[config.mk]
export PLATFORM = sky130hd
export DESIGN_NAME = fd_variable_selection_flat
export DESIGN_NICKNAME = d
export VERILOG_FILES = /design/src/fdvs_pkg.sv /design/src/fdvs_ifs.sv /design/src/fd_variable_selection.sv /design/src/fdvs_beats.sv /design/src/fdvs_tracker.sv /design/src/flat_wrapper.sv
export SDC_FILE = /design/constraint.sdc
export NUM_CORES = 1
export LEC_CHECK = 0
export BUFFER_PORTS_ARGS = -buffer_cell sky130_fd_sc_hd__buf_2
export CORE_ASPECT_RATIO = 2
export CORE_MARGIN = 5
export CORE_UTILIZATION = 51
export CTS_CLUSTER_DIAMETER = 120
export DETAILED_ROUTE_END_ITERATION = 16
export PLACE_DENSITY = 0.8
export SYNTH_ARGS = -nofsm -noshare
export SYNTH_HDL_FRONTEND = slang
export SYNTH_SLANG_ARGS = --single-unit
export TNS_END_PERCENT = 20
[constraint.sdc]
create_clock -name clk -period 24.7 [get_ports clk]
set_input_delay 2.47 -clock clk [delete_from_list [all_inputs] [get_ports clk]]
set_output_delay 2.47 -clock clk [all_outputs]
set_load 0.005 [all_outputs]
[src/fdvs_pkg.sv]
// ----------------------------------------------------------------------------
// fdvs_pkg
// Types and constants shared by the variable selection block.
// ----------------------------------------------------------------------------
package fdvs_pkg;

  localparam int SIZE_W = 29;
  localparam int VAL_W  = 28;
  localparam int CSTR_W = 16;
  localparam int IDX_W  = 10;
  localparam int HEUR_W = 3;

  typedef logic [SIZE_W-1:0] size_t;
  typedef logic [VAL_W-1:0]  val_t;
  typedef logic [CSTR_W-1:0] cstr_t;
  typedef logic [IDX_W-1:0]  idx_t;
  typedef logic [HEUR_W-1:0] heur_t;

  localparam idx_t IDX_MAX = {IDX_W{1'b1}};

  localparam heur_t HEUR_STANDARD   = 3'd0;
  localparam heur_t HEUR_FIRST_FAIL = 3'd1;
  localparam heur_t HEUR_MOST_CSTR  = 3'd2;
  localparam heur_t HEUR_SMALLEST   = 3'd3;
  localparam heur_t HEUR_LARGEST    = 3'd4;
  localparam heur_t HEUR_MAX_REGRET = 3'd5;

  typedef struct packed {
    size_t domain_size;
    val_t  min_value;
    val_t  max_value;
    cstr_t constraint_count;
    val_t  regret_gap;
    logic  is_ground;
    logic  last_var;
  } desc_t;

  typedef struct packed {
    size_t size;
    val_t  min_value;
    val_t  max_value;
    cstr_t constraints;
    val_t  gap;
  } best_t;

  typedef struct packed {
    logic found;
    idx_t index;
  } res_t;

endpackage

[src/fdvs_ifs.sv]
// ----------------------------------------------------------------------------
// fdvs interfaces
// Request channels for descriptors, results and the heuristic register.
// ----------------------------------------------------------------------------
interface fdvs_in_if;
  logic            valid;
  logic            ready;
  fdvs_pkg::size_t domain_size;
  fdvs_pkg::val_t  min_value;
  fdvs_pkg::val_t  max_value;
  fdvs_pkg::cstr_t constraint_count;
  fdvs_pkg::val_t  regret_gap;
  logic            is_ground;
  logic            last_var;

  modport source (output valid, domain_size, min_value, max_value, constraint_count,
                  regret_gap, is_ground, last_var, input ready);
  modport sink (input valid, domain_size, min_value, max_value, constraint_count,
                regret_gap, is_ground, last_var, output ready);
endinterface

interface fdvs_out_if;
  logic           valid;
  logic           ready;
  logic           found;
  fdvs_pkg::idx_t selected_index;

  modport source (output valid, found, selected_index, input ready);
  modport sink (input valid, found, selected_index, output ready);
endinterface

interface fdvs_cfg_if;
  logic            valid;
  logic            ready;
  fdvs_pkg::heur_t data;

  modport source (output valid, data, input ready);
  modport sink (input valid, data, output ready);
endinterface

[src/fd_variable_selection.sv]
// a last descriptor is registered at the input, then its result in the result register
// throughput: one descriptor per cycle, set by the single compare and update stage
// a result waiting at the output stalls only a following last descriptor
// reset: synchronous, clears the heuristic to standard, position and held candidate
// ----------------------------------------------------------------------------
// fd_variable_selection
// Picks the non-ground variable favored by the configured heuristic.
// ----------------------------------------------------------------------------
module fd_variable_selection #(
  parameter int MAX_VARS = 1024
) (
  input  logic clk,
  input  logic rst,
  fdvs_in_if.sink    in_ch,
  fdvs_out_if.source out_ch,
  fdvs_cfg_if.sink   cfg
);

  fdvs_pkg::heur_t heuristic;
  logic            in_valid_q;
  fdvs_pkg::desc_t in_data;
  logic            advance;
  logic            out_valid;
  fdvs_pkg::res_t  out_data;
  fdvs_pkg::res_t  res;

  assign cfg.ready = 1'b1;

  always_ff @(posedge clk) begin
    if (rst) begin
      heuristic <= fdvs_pkg::HEUR_STANDARD;
    end else if (cfg.valid) begin
      heuristic <= cfg.data;
    end
  end

  // input register
  assign advance     = in_valid_q && (!in_data.last_var || !out_valid || out_ch.ready);
  assign in_ch.ready = !in_valid_q || advance;

  always_ff @(posedge clk) begin
    if (rst) begin
      in_valid_q <= 1'b0;
    end else if (in_ch.ready) begin
      in_valid_q <= in_ch.valid;
    end
  end

  always_ff @(posedge clk) begin
    if (in_ch.ready && in_ch.valid) begin
      in_data.domain_size      <= in_ch.domain_size;
      in_data.min_value        <= in_ch.min_value;
      in_data.max_value        <= in_ch.max_value;
      in_data.constraint_count <= in_ch.constraint_count;
      in_data.regret_gap       <= in_ch.regret_gap;
      in_data.is_ground        <= in_ch.is_ground;
      in_data.last_var         <= in_ch.last_var;
    end
  end

  fdvs_tracker #(
    .MAX_VARS (MAX_VARS)
  ) u_tracker (
    .clk       (clk),
    .rst       (rst),
    .heuristic (heuristic),
    .step      (advance),
    .desc      (in_data),
    .res       (res)
  );

  // result register
  always_ff @(posedge clk) begin
    if (rst) begin
      out_valid <= 1'b0;
    end else if (advance && in_data.last_var) begin
      out_valid <= 1'b1;
    end else if (out_ch.ready) begin
      out_valid <= 1'b0;
    end
  end

  always_ff @(posedge clk) begin
    if (advance && in_data.last_var) begin
      out_data <= res;
    end
  end

  assign out_ch.valid          = out_valid;
  assign out_ch.found          = out_data.found;
  assign out_ch.selected_index = out_data.index;

`ifndef SYNTH
  a_no_overwrite: assert property (@(posedge clk) disable iff (rst)
    (advance && in_data.last_var) |-> (!out_valid || out_ch.ready))
    else $error("pending result overwritten");

  a_empty_index: assert property (@(posedge clk) disable iff (rst)
    (out_valid && !out_data.found) |-> (out_data.index == '0))
    else $error("index set with nothing found");

  a_drop_taken: assert property (@(posedge clk) disable iff (rst)
    (out_valid && !out_ch.ready) |=> out_valid)
    else $error("result dropped before it was taken");
`endif

endmodule

[src/fdvs_beats.sv]
// ----------------------------------------------------------------------------
// fdvs_beats
// Decides whether a descriptor is strictly better than the held candidate.
// ----------------------------------------------------------------------------
module fdvs_beats (
  input  fdvs_pkg::heur_t heuristic,
  input  fdvs_pkg::desc_t desc,
  input  fdvs_pkg::best_t best,
  output logic            beats
);

  logic more_cstr;

  assign more_cstr = desc.constraint_count > best.constraints;

  always_comb begin
    case (heuristic)
      fdvs_pkg::HEUR_FIRST_FAIL: beats = desc.domain_size < best.size;
      fdvs_pkg::HEUR_MOST_CSTR: beats = (desc.domain_size < best.size) ||
                                        ((desc.domain_size == best.size) && more_cstr);
      fdvs_pkg::HEUR_SMALLEST: beats = (desc.min_value < best.min_value) ||
                                       ((desc.min_value == best.min_value) && more_cstr);
      fdvs_pkg::HEUR_LARGEST: beats = (desc.max_value > best.max_value) ||
                                      ((desc.max_value == best.max_value) && more_cstr);
      fdvs_pkg::HEUR_MAX_REGRET: beats = (desc.regret_gap > best.gap) ||
                                         ((desc.regret_gap == best.gap) && more_cstr);
      default: beats = 1'b0;
    endcase
  end

endmodule

[src/fdvs_tracker.sv]
// ----------------------------------------------------------------------------
// fdvs_tracker
// Holds the running best candidate and the stream position of one array.
// ----------------------------------------------------------------------------
module fdvs_tracker #(
  parameter int MAX_VARS = 1024
) (
  input  logic            clk,
  input  logic            rst,
  input  fdvs_pkg::heur_t heuristic,
  input  logic            step,
  input  fdvs_pkg::desc_t desc,
  output fdvs_pkg::res_t  res
);

  localparam int CAP_INT = ((MAX_VARS - 1) < int'(fdvs_pkg::IDX_MAX)) ?
                           (MAX_VARS - 1) : int'(fdvs_pkg::IDX_MAX);
  localparam fdvs_pkg::idx_t IDX_CAP = fdvs_pkg::idx_t'(CAP_INT);

  fdvs_pkg::idx_t  position;
  logic            have_best;
  fdvs_pkg::idx_t  best_index;
  fdvs_pkg::best_t best;
  logic            beats;
  logic            take;

  fdvs_beats u_beats (
    .heuristic (heuristic),
    .desc      (desc),
    .best      (best),
    .beats     (beats)
  );

  assign take = !desc.is_ground && (!have_best || beats);

  always_comb begin
    res.found = have_best || !desc.is_ground;
    if (take) begin
      res.index = position;
    end else if (have_best) begin
      res.index = best_index;
    end else begin
      res.index = '0;
    end
  end

  always_ff @(posedge clk) begin
    if (rst) begin
      position  <= '0;
      have_best <= 1'b0;
    end else if (step) begin
      if (desc.last_var) begin
        position  <= '0;
        have_best <= 1'b0;
      end else begin
        if (take) begin
          have_best <= 1'b1;
        end
        if (position < IDX_CAP) begin
          position <= position + fdvs_pkg::idx_t'(1);
        end
      end
    end
  end

  // candidate payload
  always_ff @(posedge clk) begin
    if (step && take) begin
      best_index       <= position;
      best.size        <= desc.domain_size;
      best.min_value   <= desc.min_value;
      best.max_value   <= desc.max_value;
      best.constraints <= desc.constraint_count;
      best.gap         <= desc.regret_gap;
    end
  end

endmodule
[src/flat_wrapper.sv]
// flat-port wrapper written by rule: the top's interface ports become plain ports
module fd_variable_selection_flat 
#(
  parameter int MAX_VARS = 1024
)
  (clk, rst, in_ch_valid, in_ch_domain_size, in_ch_min_value, in_ch_max_value, in_ch_constraint_count, in_ch_regret_gap, in_ch_is_ground, in_ch_last_var, in_ch_ready, out_ch_valid, out_ch_found, out_ch_selected_index, out_ch_ready, cfg_valid, cfg_data, cfg_ready);
  fdvs_in_if in_ch_i ();
  fdvs_out_if out_ch_i ();
  fdvs_cfg_if cfg_i ();
  input  logic clk;
  input  logic rst;
  input wire logic [$bits(in_ch_i.valid)-1:0] in_ch_valid;
  input wire logic [$bits(in_ch_i.domain_size)-1:0] in_ch_domain_size;
  input wire logic [$bits(in_ch_i.min_value)-1:0] in_ch_min_value;
  input wire logic [$bits(in_ch_i.max_value)-1:0] in_ch_max_value;
  input wire logic [$bits(in_ch_i.constraint_count)-1:0] in_ch_constraint_count;
  input wire logic [$bits(in_ch_i.regret_gap)-1:0] in_ch_regret_gap;
  input wire logic [$bits(in_ch_i.is_ground)-1:0] in_ch_is_ground;
  input wire logic [$bits(in_ch_i.last_var)-1:0] in_ch_last_var;
  output wire logic [$bits(in_ch_i.ready)-1:0] in_ch_ready;
  output wire logic [$bits(out_ch_i.valid)-1:0] out_ch_valid;
  output wire logic [$bits(out_ch_i.found)-1:0] out_ch_found;
  output wire logic [$bits(out_ch_i.selected_index)-1:0] out_ch_selected_index;
  input wire logic [$bits(out_ch_i.ready)-1:0] out_ch_ready;
  input wire logic [$bits(cfg_i.valid)-1:0] cfg_valid;
  input wire logic [$bits(cfg_i.data)-1:0] cfg_data;
  output wire logic [$bits(cfg_i.ready)-1:0] cfg_ready;
  assign in_ch_i.valid = in_ch_valid;
  assign in_ch_i.domain_size = in_ch_domain_size;
  assign in_ch_i.min_value = in_ch_min_value;
  assign in_ch_i.max_value = in_ch_max_value;
  assign in_ch_i.constraint_count = in_ch_constraint_count;
  assign in_ch_i.regret_gap = in_ch_regret_gap;
  assign in_ch_i.is_ground = in_ch_is_ground;
  assign in_ch_i.last_var = in_ch_last_var;
  assign in_ch_ready = in_ch_i.ready;
  assign out_ch_valid = out_ch_i.valid;
  assign out_ch_found = out_ch_i.found;
  assign out_ch_selected_index = out_ch_i.selected_index;
  assign out_ch_i.ready = out_ch_ready;
  assign cfg_i.valid = cfg_valid;
  assign cfg_i.data = cfg_data;
  assign cfg_ready = cfg_i.ready;
  fd_variable_selection #(.MAX_VARS(MAX_VARS)) u_core (.clk(clk), .rst(rst), .in_ch(in_ch_i), .out_ch(out_ch_i), .cfg(cfg_i));
endmodule
==> insert_results.sql <==
INSERT INTO impl_metrics (metric_group, metric, value, unit) VALUES
('placed_design', 'io_buffers', '151', ''),
('job', 'drv_cap', '0', ''),
('cells_and_area', 'syn_to_final_growth', '17.0', '%'),
('outcome', 'outcome', 'completed', ''),
('route', 'route.antenna.remaining_nets', '0', ''),
('die', 'ios', '153', ''),
('critical_path', 'worst-endpoint-required', '22.23', 'ns'),
('critical_path', 'cp-end-kind', 'primary output', ''),
('global_routing', 'first_global_vias', '7562', ''),
('die', 'dieWidth', '122', 'um'),
('route', 'drt-initial-drc-count', '376', ''),
('synthesis', 'synth_commonest_cells', 'sky130_fd_sc_hd__edfxtp_1 (281), sky130_fd_sc_hd__inv_1 (149), sky130_fd_sc_hd__ha_1 (130), sky130_fd_sc_hd__a21oi_1 (51), sky130_fd_sc_hd__nand2_1 (44)', ''),
('cells_and_area', 'post_route_cells_drive_above_1_share', '19.8', '%'),
('global_routing', 'largest_net_degree_at_the_start_of_global_routing', '80', ''),
('clock_tree', 'clk_transition_reported_paths', '0.07', 'ns'),
('clock_tree', 'clock_tree.htree_level_count', '1', ''),
('placed_design', 'detailedPlacementHpwl', '16.8', 'mm'),
('cells_and_area', 'final_cell_area', '0.0148', 'mm^2'),
('die', 'core.rowCount', '81', ''),
('pwr', 'cellPowerDensity', '73.9', 'mW/mm^2'),
('sta', 'timing.final.crit_period', '5.66', 'ns'),
('global_routing', 'global_route.overflow_total', '0', ''),
('synthesis', 'synth_top_cell_area_share', '66.5', '%'),
('die', 'die_h', '233', 'um'),
('pwr', 'seq_power_share', '53.4', '%'),
('critical_path', 'cp_data_arrival_time', '3.19', 'ns'),
('synthesis', 'synth.yosys.seq_area_share', '69.0', '%'),
('global_routing', 'global_route_wire_length_before_repair', '36.9', 'mm'),
('worst_hold_path', 'min_path_type', 'reg -> reg', ''),
('synthesis', 'share_of_synthesized_registers_carrying_an_async_set_or_reset', '0', '%'),
('clock_tree', 'clk_root_buffer_cell', 'sky130_fd_sc_hd__clkbuf_16', ''),
('synthesis', 'syn_area', '0.0127', 'mm^2'),
('pwr', 'switching_power', '0.228', 'mW'),
('sta', 'timing.final.crit_share', '22.9', '%'),
('route', 'wire_per_inst', '16.8', 'um'),
('clock_tree', 'cts_tree', 'done', ''),
('global_routing', 'grt_antenna_before_repair', '1', ''),
('cells_and_area', 'final_nets', '1314', ''),
('die', 'die-area', '0.0283', 'mm^2'),
('synthesis', 'ys.flop_type', 'sky130_fd_sc_hd__edfxtp_1', ''),
('sta', 'finalSetupViolCount', '0', ''),
('synthesis', 'leading_area_contributor_after_synthesis', 'sky130_fd_sc_hd__edfxtp_1', ''),
('pwr', 'switching_share_of_power', '20.8', '%'),
('critical_path', 'cp_max_fo', '4', ''),
('critical_path', 'critical_path_class', 'in -> out', ''),
('synthesis', 'count_leader_synth', 'sky130_fd_sc_hd__edfxtp_1', ''),
('pwr', 'p_leak', '6.17', 'nW'),
('pwr', 'internal-power', '0.868', 'mW'),
('sta', 'final-max-slew-violation-count', '0', ''),
('route', 'drtPass1Iterations', '4', ''),
('clock_tree', 'ctsLongestPathBuffers', '3', ''),
('synthesis', 'synth_edf_count', '281', ''),
('pwr', 'max-vdd-ir-drop', '0.0593', 'mV'),
('synthesis', 'ys_warn_count', '0', ''),
('sta', 'worst_slew_margin_rel', '28.3', '%'),
('synthesis', 'synth_nets', '1135', ''),
('sta', 'max_freq', '177', 'MHz'),
('clock_tree', 'num_cts_buffers', '26', ''),
('sta', 'timing.setup.tns', '0', 'ns'),
('critical_path', 'critical_path.startpoint_type', 'input port', ''),
('pwr', 'power_total', '1.10', 'mW'),
('synthesis', 'synthCells', '866', ''),
('synthesis', 'synth.lib_cells_used.distinct', '51', ''),
('synthesis', 'synth-seq-cells', '297', ''),
('sta', 'rsz_0062_raised_after_global_routing', 'false', ''),
('clock_tree', 'worstSkewPairLatency', '0.54', 'ns'),
('sta', 'hold_fails_final_rpt', '0', ''),
('sta', 'worst-slew-pin-transition', '1.08', 'ns'),
('pwr', 'comb_power_share', '5.6', '%'),
('synthesis', 'largest_cells_by_area_after_synthesis', 'sky130_fd_sc_hd__edfxtp_1 (66%), sky130_fd_sc_hd__ha_1 (13%), sky130_fd_sc_hd__inv_1 (4.4%)', ''),
('sta', 'worst_hold_slack', '0.451', 'ns');
## cell families after synthesis
logic type      after synthesis  synth area share, %
flops                       297                 69.0
simple gates                154                 6.20
buf+inv                     154                 4.71
fa+ha+maj                   130                 12.8
compound gates              109                 5.65
mux                          13                 1.03
xor+xnor                      8                0.552
other cells                   1               0.0295
## cell usage in the layout, fill, tap and decap left out, types with 2 or more instances in the layout
cell | Yosys | final
sky130_fd_sc_hd__bufinv_16 | 0 | 6
sky130_fd_sc_hd__nand2_1 | 44 | 44
sky130_fd_sc_hd__clkinvlp_4 | 0 | 5
sky130_fd_sc_hd__nor4_1 | 4 | 4
sky130_fd_sc_hd__o211ai_1 | 4 | 4
sky130_fd_sc_hd__nor2_1 | 29 | 28
sky130_fd_sc_hd__and2_1 | 3 | 3
sky130_fd_sc_hd__o21ai_0 | 11 | 11
sky130_fd_sc_hd__a221oi_1 | 5 | 5
sky130_fd_sc_hd__o2111ai_1 | 2 | 2
sky130_fd_sc_hd__edfxtp_1 | 281 | 281
sky130_fd_sc_hd__nand3b_1 | 4 | 4
sky130_fd_sc_hd__nor3_1 | 10 | 10
sky130_fd_sc_hd__clkinv_2 | 0 | 5
sky130_fd_sc_hd__nor2b_1 | 4 | 4
sky130_fd_sc_hd__dfxtp_1 | 16 | 16
sky130_fd_sc_hd__a211oi_1 | 3 | 3
sky130_fd_sc_hd__a21oi_1 | 51 | 51
sky130_fd_sc_hd__a21boi_0 | 2 | 2
sky130_fd_sc_hd__buf_2 | 0 | 151
sky130_fd_sc_hd__xnor2_1 | 8 | 8
sky130_fd_sc_hd__nand3_1 | 19 | 19
sky130_fd_sc_hd__ha_1 | 130 | 130
sky130_fd_sc_hd__buf_4 | 1 | 5
sky130_fd_sc_hd__inv_1 | 149 | 149
sky130_fd_sc_hd__o41ai_1 | 2 | 2
sky130_fd_sc_hd__nor3b_1 | 2 | 2
sky130_fd_sc_hd__clkbuf_16 | 0 | 27
sky130_fd_sc_hd__nand4b_1 | 2 | 2
sky130_fd_sc_hd__clkbuf_1 | 2 | 2
sky130_fd_sc_hd__nand4_1 | 21 | 21
sky130_fd_sc_hd__o21ai_1 | 5 | 5
sky130_fd_sc_hd__a21o_1 | 12 | 12
sky130_fd_sc_hd__mux2i_1 | 13 | 13
sky130_fd_sc_hd__and4_1 | 6 | 6
## worst max-delay path, cell delays in order
cell	delay, ns
sky130_fd_sc_hd__buf_2	0.09
sky130_fd_sc_hd__nor2b_1	0.30
sky130_fd_sc_hd__nand3_1	0.16
sky130_fd_sc_hd__buf_2	0.16
## power groups by stage
stage,logic (mW),registers [mW],clock network [mW]
floorplan,0.0375,0.596,0
finish,0.0616,0.585,0.450
global route,0.0708,0.587,0.481
global placement,0.0592,0.595,0
CTS,0.0629,0.585,0.459
detailed placement,0.0620,0.596,0
## path summary, 6_finish.rpt
| check | from | end | slack, ns | depth (start not counted) |
|---|---|---|---|---|
| worst max-delay path | out_ch_ready | in_ch_ready | 19.04 | 4 |
| worst min-delay path | u_core.u_tracker.position[7]$_SDFFE_PP0P_ | u_core.u_tracker.best_index[7]$_DFFE_PP_ | 0.45 | 0 |
| worst max register to register | u_core.in_data[65]$_DFFE_PP_ | u_core.u_tracker.best[67]$_DFFE_PP_ | 20.71 | 10 |
| worst min register to register | u_core.u_tracker.position[7]$_SDFFE_PP0P_ | u_core.u_tracker.best_index[7]$_DFFE_PP_ | 0.45 | 0 |
## layout make-up
type	instances	area, um^2
multi-input cells	415	3360
clock inverters	18	260
flip-flops and latches	297	8760
clock buffers	30	697
inverters	149	559
well taps	332	415
diodes	1	2.50
fillers	1906	9680
repair buffers	156	793
## per-layer routing
layer | track usage (%) | wire length, um | share of wire, %
met1 | 18.1 | 8530 | 36
met2 | 31.3 | 13000 | 55
met3 | 2.52 | 1110 | 4.7
met4 | 7.15 | 811 | 3.5
met5 | 0 | 0 | 0
## sequential cells by signal (all words and copies together) (netlist names)
register and flops:
u_core.in_data 131, u_core.u_tracker.best 129, u_core.out_ch.selected_index 10, u_core.u_tracker.best_index 10
u_core.u_tracker.position 10, u_core.heuristic 3, u_core.in_valid_q 1, u_core.out_ch.found 1
u_core.out_ch.valid 1, u_core.u_tracker.have_best 1
## per-stage QoR
step	std cells	worst slack, ns
floorplan	866	14.92
global placement	1349	19.09
detailed placement	1349	19.04
CTS	1397	19.03
global route	1398	18.99
finish	1398	19.04
Note: power is estimated with default switching activity, not from simulation.
